--- config.mk ---
export PLATFORM = sky130hd
export DESIGN_NAME = emw_front
export DESIGN_NICKNAME = d
export VERILOG_FILES = /design/src/design/emw_pkg.sv /design/src/design/emw_front.sv
export SDC_FILE = /design/constraint.sdc
export NUM_CORES = 1
export LEC_CHECK = 0
export BUFFER_PORTS_ARGS = -buffer_cell sky130_fd_sc_hd__clkbuf_2
export CAP_MARGIN = 20
export CORE_MARGIN = 4
export CORE_UTILIZATION = 34
export DETAILED_ROUTE_END_ITERATION = 10
export GPL_TIMING_DRIVEN = 0
export PLACE_DENSITY = 0.93
export SKIP_CTS_REPAIR_TIMING = 1
export SLEW_MARGIN = 20
export SYNTH_ARGS = -nofsm -noshare
export SYNTH_HDL_FRONTEND = slang
export SYNTH_SLANG_ARGS = --single-unit
--- constraint.sdc ---
create_clock -name clk -period 2.18 [get_ports clk]
set_input_delay 0.218 -clock clk [delete_from_list [all_inputs] [get_ports clk]]
set_output_delay 0.218 -clock clk [all_outputs]
set_load 0.1 [all_outputs]
--- src/design/emw_pkg.sv ---
// Shared widths and types for the Euclidean minimum spanning tree weight block.
// No dependencies; imported by every module of the block except emw_fifo.
`default_nettype none
package emw_pkg;
  localparam int COORD_W  = 24;
  localparam int DIFF_W   = COORD_W + 1;
  localparam int LEN_W    = 2 * DIFF_W;
  localparam int ROOT_W   = DIFF_W;
  localparam int WEIGHT_W = 40;

  typedef struct packed {
    logic signed [COORD_W-1:0] x;
    logic signed [COORD_W-1:0] y;
  } point_t;
endpackage
`default_nettype wire

--- src/design/emw_front.sv ---
// Load front: takes points, counts them, flags overflow and queues one set request.
// Depends on emw_pkg.
`default_nettype none
module emw_front #(
  parameter int MAX_POINTS = 64,
  parameter int IW = 6,
  parameter int CW = 7
) (
  input  wire logic                          clk,
  input  wire logic                          rst,
  input  wire logic                          in_valid,
  output logic                               in_stall,
  input  wire logic signed [emw_pkg::COORD_W-1:0] point_x,
  input  wire logic signed [emw_pkg::COORD_W-1:0] point_y,
  input  wire logic                          last_point,
  output logic                               pt_we,
  output logic [IW-1:0]                      pt_addr,
  output emw_pkg::point_t                    pt_data,
  output logic                               job_push,
  output logic [CW:0]                        job_data,
  input  wire logic                          job_full,
  input  wire logic                          set_done
);
  import emw_pkg::*;

  logic [CW-1:0] count;
  logic          ovf_seen;
  logic          busy;
  logic          acc;
  logic          room;

  assign in_stall = busy | job_full;
  assign acc      = in_valid & ~in_stall;
  assign room     = (count < CW'(MAX_POINTS));

  // write the point while there is room
  assign pt_we     = acc & room;
  assign pt_addr   = count[IW-1:0];
  assign pt_data.x = point_x;
  assign pt_data.y = point_y;

  // close the set on its last point
  assign job_push = acc & last_point;
  assign job_data = {ovf_seen | ~room, room ? count + CW'(1) : count};

  // hold off new points until the back end has the result
  always_ff @(posedge clk) begin
    if (rst) begin
      count    <= '0;
      ovf_seen <= 1'b0;
      busy     <= 1'b0;
    end else begin
      if (acc) begin
        if (last_point) begin
          count    <= '0;
          ovf_seen <= 1'b0;
          busy     <= 1'b1;
        end else if (room) begin
          count <= count + CW'(1);
        end else begin
          ovf_seen <= 1'b1;
        end
      end
      if (set_done) busy <= 1'b0;
    end
  end
endmodule
`default_nettype wire

; Word-level counts from Yosys, hierarchy flattened
; Index checks and enable logic that the tools add are counted.
[classes]
addsub = 1
order_cmp = 1
n_eq_ne = 1
n_mux = 4
bitwise_logic = 7
reduce_logical = 3
[ops]
columns = operator, count
row1 = 7-bit 2-to-1 mux, 2
row2 = "7-bit by 1-bit adder with 7-bit output, second input constant", 1
row3 = "7-bit less-than comparator, second input constant", 1
row4 = 2-bit AND reduction, 2
row5 = 1-bit AND, 3
row6 = 1-bit 2-to-1 mux, 2
row7 = "2-bit != test, second input constant", 1
row8 = 1-bit NOT, 2
row9 = 1-bit bitwise OR, 2
row10 = 2-bit OR reduction, 1
[word_totals]
regBits = 9
input_bits = 54
output_inout_bits = 65

; Longest topological paths before layout
[depth]
word_depth = 4
depth_mapped = 5
ltp_nobuf = 5

; Worst setup path before layout
; OpenSTA, ideal clock, no wires.
[synth_timing]
kind = reg2out
start = reg count[0]
end = out job_data[5]
arrival_time_ps = 2414
t_required_ps = 1962
setup_slack_ps = -452
stages_incl_launch_ff = 5
n_path_buf = 1
cell_sequence = dfxtp_1 > and4b_1 > clkbuf_1 > nand2_1 > xnor2_1
[synth_via]
elab_chain_cells = 2
word_cells_on_any_way = 3
cone_classes = add/sub (1) / order compare (1) / mux (1)
[synth_lines]
columns = element, line_no
row1 = from (decl), emw_front.sv:26  ; logic [CW-1:0] count;
row2 = from (signal assigned), emw_front.sv:59  ; count <= count + CW'(1);
row3 = 7-bit by 1-bit adder with 7-bit output / 7-bit less-than comparator (equally long branches), "emw_front.sv:44, emw_front.sv:34"
row4 = 7-bit 2-to-1 mux (*), -
row5 = to (decl), emw_front.sv:20  ; output logic [CW:0] job_data,
; Every way passes the cells marked *; elsewhere a longest branch is shown, timed or not.

; Worst setup path after layout
[layout_timing]
start = reg busy
end = out job_push
[layout_via]
elab_chain_cells = 4
[layout_lines]
columns = element, line_no
row1 = from (decl), emw_front.sv:28  ; logic busy;
row2 = from (signal assigned), emw_front.sv:51  ; busy <= 1'b0;
row3 = from (signal assigned), emw_front.sv:57  ; busy <= 1'b1;
row4 = from (signal assigned), emw_front.sv:64  ; if (set_done) busy <= 1'b0;
row5 = 1-bit bitwise OR, emw_front.sv:32  ; assign in_stall = busy | job_full;
row6 = 1-bit NOT, emw_front.sv:33  ; assign acc = in_valid & ~in_stall;
row7 = 1-bit AND, emw_front.sv:33
row8 = 1-bit AND, emw_front.sv:43  ; assign job_push = acc & last_point;
row9 = to (decl), emw_front.sv:19  ; output logic job_push,
; No other way between the ends.

==> impl_metrics.py <==
metrics = {
    "yosys": {
        "syn-cell-area_um2": 909.6,
        "synth_enable_flop_cells": 0,
        "synth-async-reset-ratio_pct": 0,
        "post_synth_main_area_contributors": "buf_4 (45%), dfxtp_1 (20%), xnor2_1 (3.9%)",
        "syn-instance-count": 116,
        "synth-seq-area-share_pct": 19.81,
        "dominant_register_cell_in_the_synthesized_netlist": "dfxtp_1",
        "synthesis.yosys.warnings": 0,
        "avgSynthCellArea_um2": 7.842,
        "post-synth-top-area-fraction_pct": 44.57,
        "unique_masters_post_synth": 28,
        "ys_ff_latch": 9,
        "netlist.top_cell.by_area": "buf_4",
        "postSynthNetCount": 171,
    },
    "cts": {
        "number_of_buffers_created_by_cts": 3,
        "clockBufferDepth": 2,
        "cts_tree": "done",
        "clock-root-buffer": "clkbuf_4",
        "h_tree_depth_reported_by_cts": 1,
        "clkTransAtPathRegs_ps": 70,
        "tritoncts_num_sinks": 9,
        "worstSkewPairLatency_ps": 270,
    },
    "place": {
        "placed_cells_incl_taps": 214,
        "dp_hpwl_mm": 2.111,
        "placement.io_buffers": 68,
        "post-place-ws_ps": 330.4,
        "gp_routability_congestion": 0.7869,
    },
    "timing": {
        "setup_viol": 0,
        "timing.final.ws_setup_ps": 123.9,
        "tightestPinTransition_ps": 579.4,
        "max-slew-margin-rel_pct": 61.29,
        "final_period_minus_worst_setup_slack_ps": 2056,
        "number_of_max_slew_violations_in_the_final_report": 0,
        "timing.setup.tns_ps": 0,
        "grt_setup_unrepaired": "no",
        "clock_skew_ps": 3.739,
        "final-hold-violation-count": 0,
        "final.period_utilization_pct": 94.32,
        "timing.fmax_ghz": 0.4864,
    },
    "pwr": {
        "static-leakage-power_nw": 0.7897,
        "peakVddDrop_v": 0.0004158,
        "power.density_mw_per_mm2": 615.3,
    },
    "routing": {
        "avgViaCountPerCell": 4.239,
        "detail-route-antenna-nets": 0,
        "drt-initial-drc-count": 16,
        "drtPass1Iterations": 6,
        "wl_mm": 2.392,
        "drcViolationCount": 0,
        "routed_wire_length_per_instance_um": 10.97,
        "routed-via-count": 924,
    },
    "final_layout": {
        "final_cell_count_no_fill": 218,
        "utilization_pct": 53.77,
        "fillCellCount": 266,
        "signed_area_change_from_the_synthesized_netlist_to_the_final_layout_pct": 49.11,
        "commonest_non_fill_non_tap_cells_in_the_layout": "clkbuf_2 (67), buf_4 (54), dfxtp_1 (9)",
        "antennaDiodeCount": 0,
        "layout.cells.most_common": "clkbuf_2",
        "nNetsFinal": 244,
        "drive_above_1_share_pct": 72.34,
    },
    "worst_hold_path": {
        "start_point_of_the_worst_min_delay_path": "set_done",
        "min_path_type": "primary input to flop",
        "hold-path-cell-count": 2,
    },
    "critical_path": {
        "critPathLaunchType": "flop",
        "critical_path.max_fanout": 6,
        "regToRegSetupSlack_ps": 530,
        "critical_path_buf_inv_count": 1,
        "setup.worst_path.class": "flop to output pin",
        "worst_r2r_startpoint": "count[2]$_SDFFE_PP0P_",
        "critical_path_cell_count": 3,
        "cp-end-kind": "output pin",
        "timing.critical_path.max_delay_family": "simple AND/OR/NAND/NOR gates",
        "ff2ff_path_depth": 5,
        "crit_path_cell_trace": "nor3b_1 -> and2_1 -> clkbuf_2",
        "critPathArrivalTime_ps": 1840,
        "cp_slowest_stage_delay_ps": 510,
        "cp-startpoint": "busy$_SDFFE_PP0P_",
        "worst_setup_path_endpoint": "job_push",
        "reg2reg_to": "count[5]$_SDFFE_PP0P_",
        "cp_slowest_cell": "nor3b_1",
        "crit_required_ps": 1960,
    },
    "floorplan": {
        "die_width_um": 59.73,
        "fp.coreArea_mm2": 0.002522,
        "floorplan.initialDensity_pct": 36.06,
        "rows": 18,
        "die_area_mm2": 0.003567,
        "floorplan.die.height_um": 59.73,
        "boundaryPins": 119,
    },
    "global_route": {
        "initial_antenna_violation_count": 0,
        "grt_util_all_layers_pct": 12.41,
        "pin_count_of_the_biggest_net_entering_global_routing": 11,
        "first_global_vias": 808,
        "global_route_wire_length_before_repair_mm": 3.291,
        "grt-ovfl-total": 0,
    },
    "status": {
        "status": "complete, no violations",
    },
    "job": {
        "timing.max_cap.violations": 0,
    },
}
==> registers in the layout, summed over array words and instances (netlist names) <==
name,count
busy,1
ovf_seen,1
count,7
==> final cells by class <==
class                           count  area, um2  share of cell area (%)
Buffer                             59      425.4                   31.37
Inverter                            2      7.507                  0.5535
Sequential cell                     9      180.2                   13.28
Multi-Input combinational cell     46      336.6                   24.82
Clock buffer                        4      26.28                   1.937
Tap cell                           30      37.54                   2.768
Timing Repair Buffer               68      342.8                   25.28
==> worst reg2reg max path: stages (launching register included) <==
cell      delay [ps]
dfxtp_1          460
and4b_1          220
clkbuf_1         220
nand2_1          150
or4_1            410
a21oi_1          120
==> synth_stat cells, types with 3 or more instances <==
cell      number
buf_4         54
dfxtp_1        9
nor2_1         7
a21oi_1        5
clkbuf_1       4
xnor2_1        4
nand2_1        3
o21ai_0        3
or2_2          3
==> stage by stage <==
step	area, um2	hold WS [ps]	total power [mW]
floorplan	949.7	297.3	0.6521
global placement	1328	385.4	0.7019
detailed placement	1328	394.0	0.7049
CTS	1354	104.9	0.8421
global route	1356	120.4	0.8598
finish	1356	109.3	0.8345
==> per-layer routing <==
metal | part of all wire [%] | vias to the layer above | GRT usage (%)
li1 | - | 467 | -
met1 | 32 | 391 | 12.92
met2 | 53 | 62 | 20.83
met3 | 14 | 4 | 4.104
met4 | 2.1 | 0 | 8.544
met5 | 0 | - | 0
==> cell families (layout without fill, tap and decap cells) <==
kind of cell / Yosys count / in the layout / synth area share (%)
flops: 9 / 9 / 19.81
compound gates: 12 / 12 / 8.253
xor+xnor: 5 / 5 / 4.814
simple gates: 27 / 27 / 16.92
fa+ha+maj: 1 / 1 / 1.375
buf+inv: 61 / 133 / 47.59
mux: 1 / 1 / 1.238
==> power breakdown <==
part           leakage [nW]  switching, mW  internal, mW
clock network        0.0150         0.0646        0.0709
registers            0.0726        0.00225         0.166
logic                 0.702          0.433        0.0983
==> how the worst min path moves through the flow <==
stage / endpoint / slack [ps]
finish: busy$_SDFFE_PP0P_ / 110
global route: busy$_SDFFE_PP0P_ / 120
CTS: busy$_SDFFE_PP0P_ / 100
detailed placement: busy$_SDFFE_PP0P_ / 390
global placement: busy$_SDFFE_PP0P_ / 390
floorplan: busy$_SDFFE_PP0P_ / 300
(Power assumes the default switching activity.)
