$ cat src/design/emw_fifo.sv
// Two-entry request queue between the loading front and the tree back end.
// Depends on nothing.
`default_nettype none
module emw_fifo #(
  parameter int WIDTH = 8
) (
  input  wire logic             clk,
  input  wire logic             rst,
  input  wire logic             push,
  input  wire logic [WIDTH-1:0] push_data,
  input  wire logic             pop,
  output logic [WIDTH-1:0]      pop_data,
  output logic                  full,
  output logic                  empty
);
  logic [WIDTH-1:0] slots [2];
  logic             wptr;
  logic             rptr;
  logic [1:0]       fill;

  assign full     = (fill == 2'd2);
  assign empty    = (fill == 2'd0);
  assign pop_data = slots[rptr];

  // store incoming requests
  always_ff @(posedge clk) begin
    if (push && !full) begin
      slots[wptr] <= push_data;
    end
  end

  // advance pointers and fill level
  always_ff @(posedge clk) begin
    if (rst) begin
      wptr <= 1'b0;
      rptr <= 1'b0;
      fill <= 2'd0;
    end else begin
      if (push && !full) wptr <= ~wptr;
      if (pop && !empty) rptr <= ~rptr;
      case ({push && !full, pop && !empty})
        2'b10:   fill <= fill + 2'd1;
        2'b01:   fill <= fill - 2'd1;
        default: fill <= fill;
      endcase
    end
  end
endmodule
`default_nettype wire

$ cat config.mk
export PLATFORM = sky130hd
export DESIGN_NAME = emw_fifo
export DESIGN_NICKNAME = d
export VERILOG_FILES = /design/src/design/emw_fifo.sv
export SDC_FILE = /design/constraint.sdc
export NUM_CORES = 1
export LEC_CHECK = 0
export BUFFER_PORTS_ARGS = -buffer_cell sky130_fd_sc_hd__buf_2
export CAP_MARGIN = 0
export CORE_MARGIN = 3
export CORE_UTILIZATION = 35
export DETAILED_ROUTE_END_ITERATION = 10
export GPL_TIMING_DRIVEN = 0
export PLACE_DENSITY = 0.57
export SKIP_LAST_GASP = 1
export SLEW_MARGIN = 20
export SYNTH_ARGS = -nofsm -noshare
export SYNTH_HDL_FRONTEND = slang
export SYNTH_SLANG_ARGS = --single-unit
$ cat constraint.sdc
create_clock -name clk -period 2.1 [get_ports clk]
set_clock_uncertainty 0.1 [all_clocks]
set_input_delay 0.21 -clock clk [delete_from_list [all_inputs] [get_ports clk]]
set_output_delay 0.21 -clock clk [all_outputs]
set_load 0.01 [all_outputs]
======== Word-level counts from Yosys, hierarchy flattened ========
Memory sizes are Yosys's and may differ from the RTL's. A register that Yosys moved wholly into a read port is not among the register bits.
Cells that the tools add are included.
word-level totals
  register bits ........................... 4
  bits in latches ......................... 0
  RAM bits ................................ 16
  memory bits (read-only) ................. 0
  bits of input ports ..................... 12
  output and inout bits ................... 10
  logic and storage cells ................. 22
  memories kept ........................... 1
memories
  memory  words  bits a word  rd ports  clocked after memory_dff  write ports  RTL line  text
  slots   2      8            1         1                         1            16        logic [WIDTH-1:0] slots [2];
operators by class
  add/subtract/negate cells ............... 2
  $mul .................................... 0
  divide/modulo/power cells ............... 0
  order comparisons ....................... 0
  equal/unequal tests ..................... 3
  shift-type cells ........................ 0
  mux-type cells .......................... 5
  bitwise operators ....................... 2
  reduce and logical (&&, ||, !) cells .... 6
operators with widths
  operator                                           number
  == test 2 bit (second input constant)              2
  two-way mux 1 bit                                  4
  case mux 2 bit (2 select lines)                    1
  adder 2 x 1 -> 2 bit (second input constant)       1
  == test 2 x 1 -> 1 bit (second input constant)     1
  logical AND 1 bit                                  2
  logical NOT 1 bit                                  2
  logical NOT 2 bit                                  1
  NOT 1 bit                                          2
  nonzero test 2 bit                                 1
  subtractor 2 x 1 -> 2 bit (second input constant)  1

======== Depth between registers and ports, before layout ========
Gate-level depths: netlist of the first run.
  depth in word-level cells ............... 5
  mapped depth ............................ 6
  mapped depth without buffers ............ 6

======== Worst setup path before layout of the first run ========
OpenSTA, ideal clock, no wires.
  path kind ............................... register -> register
  from .................................... register fill[0]
  to ...................................... memory slots[0][0] (enable)
  arrival ................................. 1.098 ns
  setup slack ............................. 0.578 ns
  cell stages (with the launch flop) ...... 5
  buffers on the path ..................... 0
  cells stage by stage .................... dfxtp_1 nand2b_2 inv_2 or3_1 inv_1
on the way
  word-level cells in the longest chain between the ends .. 5
RTL lines
  element                                  RTL line  text
  start: declaration                       19        logic [1:0] fill;
  start signal: assignment                 42        2'b10: fill <= fill + 2'd1;
  start signal: assignment                 43        2'b01: fill <= fill - 2'd1;
  start signal: assignment                 44        default: fill <= fill;
  == test 2 bit                            21        assign full = (fill == 2'd2);
  net full                                 13        output logic full,
  logical NOT 1 bit                        27        if (push && !full) begin
  logical AND 1 bit                        27
  two-way mux 1 bit                        27
  two-way mux 1 bit (implied by the code)  28        slots[wptr] <= push_data;
  end: declaration                         16
The timed path passes the listed nets, and every way through them passes these cells.

==> impl_metrics.csv, run 1 <==
group,metric,value,unit
placed_design,dp_hpwl,864,um
global_routing,grt_max_degree,12,
synth,synthesis.nets,64,
drt,vias_per_cell,4.41,
synth,ys_types,17,
drt,wl_per_cell,11.2,um
drt,drtIter0Drc,10,
drt,vias,485,
clock_tree,cts_sinks,21,
layout,post-route-util,50.1,%
die,die_x,53.8,um
global_routing,grt-busiest-layer,"met2",
placed_design,post-place-ws,426,ps
sta,finalCritPeriodShare,86.2,%
global_routing,grt_first_pass_wirelength,1940,um
critical_path,crit_required,1790,ps
sta,finalWorstSetupSlack,290,ps
pwr,peakVddDrop,595,uV
global_routing,met3_usage,5.26,%
die,die_y,53.8,um
die,ioPinCount,22,
sta,finalHoldViolCount,0,
synth,synth_top_family_by_area,"multiplexers",
sta,finalCriticalPeriod,1810,ps
global_routing,grt_util_met1,10.8,%
sta,holdWs,14.5,ps
global_routing,grt_pass1_vias,476,
drt,wl,1240,um
sta,max_slew_margin,69.1,%
layout,syn_to_final_growth,29.5,%
synth,syn_inst,51,
sta,rsz0062_at_grt,"false",
global_routing,met2_usage,16.7,%
die,dieArea,0.00289,mm2
synth,synth_edf_count,16,
synth,ys_async_sr_fraction,0,%
drt,route.antenna.remaining_nets,0,
critical_path,cp_cell_sequence,"clkbuf_1, mux2_2, buf_2",
synth,ys_seq_area_share,72.7,%
clock_tree,h-tree-depth,1,
flow_run,drv_cap,0,
layout,nNetsFinal,97,
placed_design,place_area,937,um2
layout,finalNonFillerCells,110,
critical_path,path_max_fanout,8,
synth,synth_xor_area_share,3.29,%
synth,synth_mux_area_share,11.3,%
critical_path,start_kind,"register",
global_routing,grtUsageTotal,10.1,%
synth,synth_compound_area_share,3.45,%
clock_tree,cts-resized-gates,0,
pwr,p_per_area,1100,mW/mm2
clock_tree,numCtsBuffers,3,
worst_hold_path,hold_class,"in2reg",
sta,worst_slew_pin_slew,464,ps
sta,final.setup.tns,0,ps
outcome,status,"complete, no violations",
sta,max_freq,0.552,GHz
global_routing,antenna_found_initial,0,
clock_tree,cts_tree,"done",
layout,nFillCells,197,
placed_design,dpl.cell_count,99,
clock_tree,path_clk_slew,100,ps
synth,yosys.area_share.adder,1.57,%
critical_path,critPathSlowestCell,"mux2_2",
layout,layout-drive-gt1-share,41.0,%
critical_path,worstPathArrival,1500,ps
layout,antenna_cells,0,
synth,synthesis.area,798,um2
critical_path,crit_type,"reg2out",
drt,drcViolationCount,0,
global_routing,grt-ovfl-total,0,
critical_path,end_kind,"primary output",
synth,synth-seq-cells,21,
clock_tree,clockBufferDepth,2,
critical_path,slowest_delay,390,ps
drt,firstDrtPassIters,4,
placed_design,gp_congestion,0.703,
die,num_rows,16,
sta,slew_violations,0,
synth,syn_avg_cell_area,15.7,um2
pwr,p_total,1.14,mW
placed_design,port_buffers,21,
synth,yosys.area_share.simple,5.80,%
clock_tree,clk_root_buffer_cell,"clkbuf_4",
sta,setup_violations,0,
synth,ys_warn_count,0,
die,core_area,0.00206,mm2
pwr,power_leakage,0.413,nW
clock_tree,clkLatencyLatePin,290,ps
layout,finalInstanceArea,0.00103,mm2
synth,synth_top_flop_cell,"edfxtp_1",
die,start_util,38.7,%
layer usage:
metal  part of all wire, %  vias to the layer above
met3                   6.5                        2
met1                    44                      223
li1                      -                      247
met4                  0.65                        0
met2                    48                       13
met5                     0                        -
registers in the layout, summed over array words and instances (netlist names), named ones only:
register	cells
wptr	1
slots	16
rptr	1
fill	2
cells by family (layout without fill, tap and decap cells):
| group | after synthesis | after routing |
|---|---|---|
| mux | 8 | 8 |
| compound gates | 5 | 5 |
| fa+ha+maj | 1 | 1 |
| simple gates | 9 | 9 |
| buf+inv | 4 | 36 |
| xor+xnor | 3 | 3 |
| flops | 21 | 21 |
cells in the mapped netlist (2+ instances only):
| library cell | n | share of area (%) |
|---|---|---|
| mux2_2 | 8 | 11 |
| inv_1 | 2 | 0.94 |
| nor2_1 | 4 | 1.9 |
| or3_1 | 2 | 1.6 |
| dfxtp_1 | 5 | 13 |
| a21oi_1 | 2 | 1.3 |
| edfxtp_1 | 16 | 60 |
| xnor2_1 | 2 | 2.2 |
| o21ai_0 | 2 | 1.3 |
final cells by class:
type                            instances  area, um2  area share [%]
Buffer                                  1       3.75           0.363
Clock buffer                            4       26.3            2.54
Inverter                                3       11.3            1.09
Multi-Input combinational cell         26        203            19.6
Sequential cell                        21        581            56.2
Tap cell                               27       33.8            3.27
Timing Repair Buffer                   28        175            16.9
cells in the final DEF, fill, tap and decap left out, drive strengths merged, types with 2 or more instances in the layout:
cell type	count
buf	21
edfxtp	16
mux2	8
dlygate4sd3	7
dfxtp	5
clkbuf	5
nor2	4
inv	3
or3	2
o21ai	2
a21oi	2
xnor2	2
timing repair:
action | 4_1_cts | 5_1_grt
setup buffers | 0 | 0
hold buffers | 6 | 1
endpoints found under the hold margin | 12 | 2
path summary, 6_finish.rpt:
kind	to	slack (ps)	startpoint	depth (start not counted)
max	pop_data[7]	290	register	3
min	slots[0][0]	10	push_data[0]	1
max reg2reg	slots[0][1]	430	fill[0]	4
min reg2reg	wptr	410	wptr	2
critical path, delay by kind of cell (launching register included):
kind     cells  cell delay, ps
buf+inv      2             510
mux          1             390
flops        1             320
where the power goes:
group          leakage (nW)  total, mW  switching, mW  internal, mW
clock                0.0150      0.181          0.107        0.0738
combinational         0.207      0.386          0.192         0.194
sequential            0.191      0.573         0.0393         0.534
total                 0.413       1.14          0.339         0.802
Note: power is estimated with default switching activity, not from simulation.
==> inputs of run 2 (changes only) <==
Settings changed: ABC_AREA from default to 1.
==> run 2 against run 1 <==
Net effect: non-clock buffer count grew 1; cell count grew 15%; wire length grew 9.6%; first-iteration DRC count shrank 20%; sequential cell count is the same; design area grew 6.1%; combinational power shrank 26%; critical endpoint is now slots[0][1]; largest cell class unchanged; highest routed layer unchanged.
==> impl_metrics.csv, run 2 <==
group,metric,value,unit
layout,layout-drive-gt1-share,41.8,%
global_routing,grt-ovfl-total,0,
layout,antenna_cells,0,
flow_run,drv_cap,0,
synth,synth.top_cell.area_share,56.6,%
sta,max_slew_margin,51.7,%
clock_tree,cts-resized-gates,0,
synth,synthesis.area,848,um2
pwr,p_int,0.709,mW
critical_path,start_kind,"register",
clock_tree,clockBufferDepth,2,
placed_design,dp_hpwl,960,um
critical_path,timing.rr.start,"fill[0]",
drt,firstDrtPassIters,2,
worst_hold_path,hold_class,"in2reg",
layout,final_common_cell,"buf_2",
synth,yosysTopAreaCell,"edfxtp_1",
sta,finalCriticalPeriod,1710,ps
pwr,p_per_area,926,mW/mm2
die,dieArea,0.00305,mm2
pwr,p_total,1.02,mW
drt,wl_per_cell,10.7,um
drt,vias,554,
critical_path,crit_type,"reg2reg",
critical_path,startpoint,"fill[0]",
synth,ys_async_sr_fraction,0,%
layout,largest_reg_flops,16,
synth,synth.most_common_cell,"edfxtp_1",
sta,worst_slew_pin_slew,722,ps
sta,slew_violations,0,
pwr,power_frac_clock,18.8,%
sta,setup_violations,0,
synth,ys_seq_area_share,68.4,%
clock_tree,cts_hold_buf,8,
critical_path,worstPathArrival,1550,ps
placed_design,port_buffers,21,
drt,vias_per_cell,4.40,
synth,ys_warn_count,0,
worst_hold_path,min_to,"wptr",
critical_path,r2r-end,"slots[0][1]",
synth,synth_top_flop_cell,"edfxtp_1",
pwr,power_leakage,0.463,nW
critical_path,ff2ff_path_depth,4,
pwr,switchingPower,0.306,mW
sta,finalCritPeriodShare,81.3,%
critical_path,rrSetupSlack,390,ps
critical_path,crit_required,1940,ps
global_routing,grt_max_degree,13,
clock_tree,h-tree-depth,1,
die,start_util,37.6,%
pwr,p_sw_share,30.2,%
worst_hold_path,hold_path_depth,4,
critical_path,end_kind,"register",
pwr,p_comb_share,28.0,%
layout,syn_to_final_growth,29.2,%
layout,layout_common_cells,"buf_2, edfxtp_1, nor2_1",
worst_hold_path,hp-start,"rst",
layout,largestRegisters,"slots: 16 flops, fill: 2 flops",
die,ioPinCount,22,
pwr,peakVddDrop,416,uV
clock_tree,numCtsBuffers,3,
synth,synth_edf_count,16,
synth,synth-seq-cells,21,
sta,max_freq,0.586,GHz
die,core_area,0.00225,mm2
global_routing,grt_first_pass_wirelength,2320,um
clock_tree,clkLatencyLatePin,290,ps
clock_tree,clk_root_buffer_cell,"clkbuf_4",
global_routing,grtUsageTotal,9.69,%
critical_path,path_max_fanout,8,
clock_tree,cts_sinks,21,
clock_tree,post_cts_buffers,0,
die,die_x,55.2,um
placed_design,gp_congestion,0.670,
layout,nFillCells,218,
synth,synth.top_cells.by_area,"edfxtp_1, dfxtp_1, mux2_2, nor2_1, nor2_4",
die,num_rows,17,
die,die_y,55.2,um
synth,synthTopCellsByCount,"edfxtp_1, nor2_1, mux2_2, inv_1, nand2_1",
synth,syn_inst,65,
global_routing,antenna_found_initial,0,
global_routing,grt_pass1_vias,541,
drt,drcViolationCount,0,
synth,syn_avg_cell_area,13.1,um2
clock_tree,path_clk_slew,110,ps
outcome,status,"complete, no violations",
sta,rsz0062_at_grt,"false",
layout,regMostFlops,"slots",
sta,final.setup.tns,0,ps
synth,synthesis.nets,78,
drt,wl,1350,um
drt,route.antenna.remaining_nets,0,
pwr,seq_power_share,53.1,%
clock_tree,cts_tree,"done",
layout,nNetsFinal,112,
synth,ys_types,15,
sta,finalHoldViolCount,0,
drt,drtIter0Drc,8,
==> run 2: kinds of logic (layout without fill, tap and decap cells) <==
kind of cell,count (synthesis),after routing,synth area share [%]
AOI/OAI and AO/OA,2,2,1.18
adders and majority gates,1,1,1.47
buffers and inverters,10,43,4.57
DFF,21,21,68.4
muxes,8,8,10.6
and+or+nand+nor,23,23,13.7
==> run 2: critical path, cell delays in order (launching register included) <==
cell and delay [ps]:
dfxtp_1 470, nor2_4 70, nor2_4 120, inv_2 50
nor2_1 550
==> run 2: worst max path at each step <==
stage | endpoint | slack [ps] | depth (start not counted)
after CTS | slots[0][3] | 350 | 4
final | slots[0][1] | 390 | 4
after detailed placement | slots[0][3] | 360 | 4
after global placement | slots[0][3] | 380 | 4
after floorplan | slots[0][0] | 620 | 4
after global routing | slots[0][7] | 250 | 4
==> run 2: metal layers <==
metal | vias up | track usage [%] | routed length, um
li1 | 282 | - | -
met1 | 257 | 11.5 | 601
met2 | 13 | 16.0 | 669
met3 | 2 | 2.34 | 67
met4 | 0 | 5.21 | 14
met5 | - | 0 | 0
==> run 2: final cells by class <==
type | instances | area (um2) | area share [%]
sequential | 21 | 581 | 53.0
multi-input combinational | 34 | 229 | 20.9
timing repair buffer | 29 | 185 | 16.9
tap | 28 | 35.0 | 3.20
inverter | 9 | 33.8 | 3.08
clock buffer | 3 | 22.5 | 2.05
clock inverter | 1 | 5.00 | 0.457
buffer | 1 | 5.00 | 0.457
==> run 2: power groups by stage <==
stage                     registers [mW]  logic, mW  clock network [mW]
after CTS                          0.540      0.292               0.196
after detailed placement           0.550      0.279                   0
after global placement             0.547      0.274                   0
after floorplan                    0.543      0.197                   0
after global routing               0.546      0.324               0.215
final                              0.540      0.285               0.191
==> run 2: stage by stage <==
step / setup slack [ps] / util (%) / area [um2] / hold slack, ps / cells
2_1_floorplan: 617 / - / 848 / 209 / 65
3_3_place_gp: 385 / 43.8 / 988 / 298 / 114
3_5_place_dp: 364 / 43.8 / 988 / 302 / 114
4_1_cts: 349 / 48.6 / 1100 / 86.4 / 126
5_1_grt: 251 / 48.6 / 1100 / 97.3 / 126
6_report: 393 / 48.6 / 1100 / 90.5 / 126
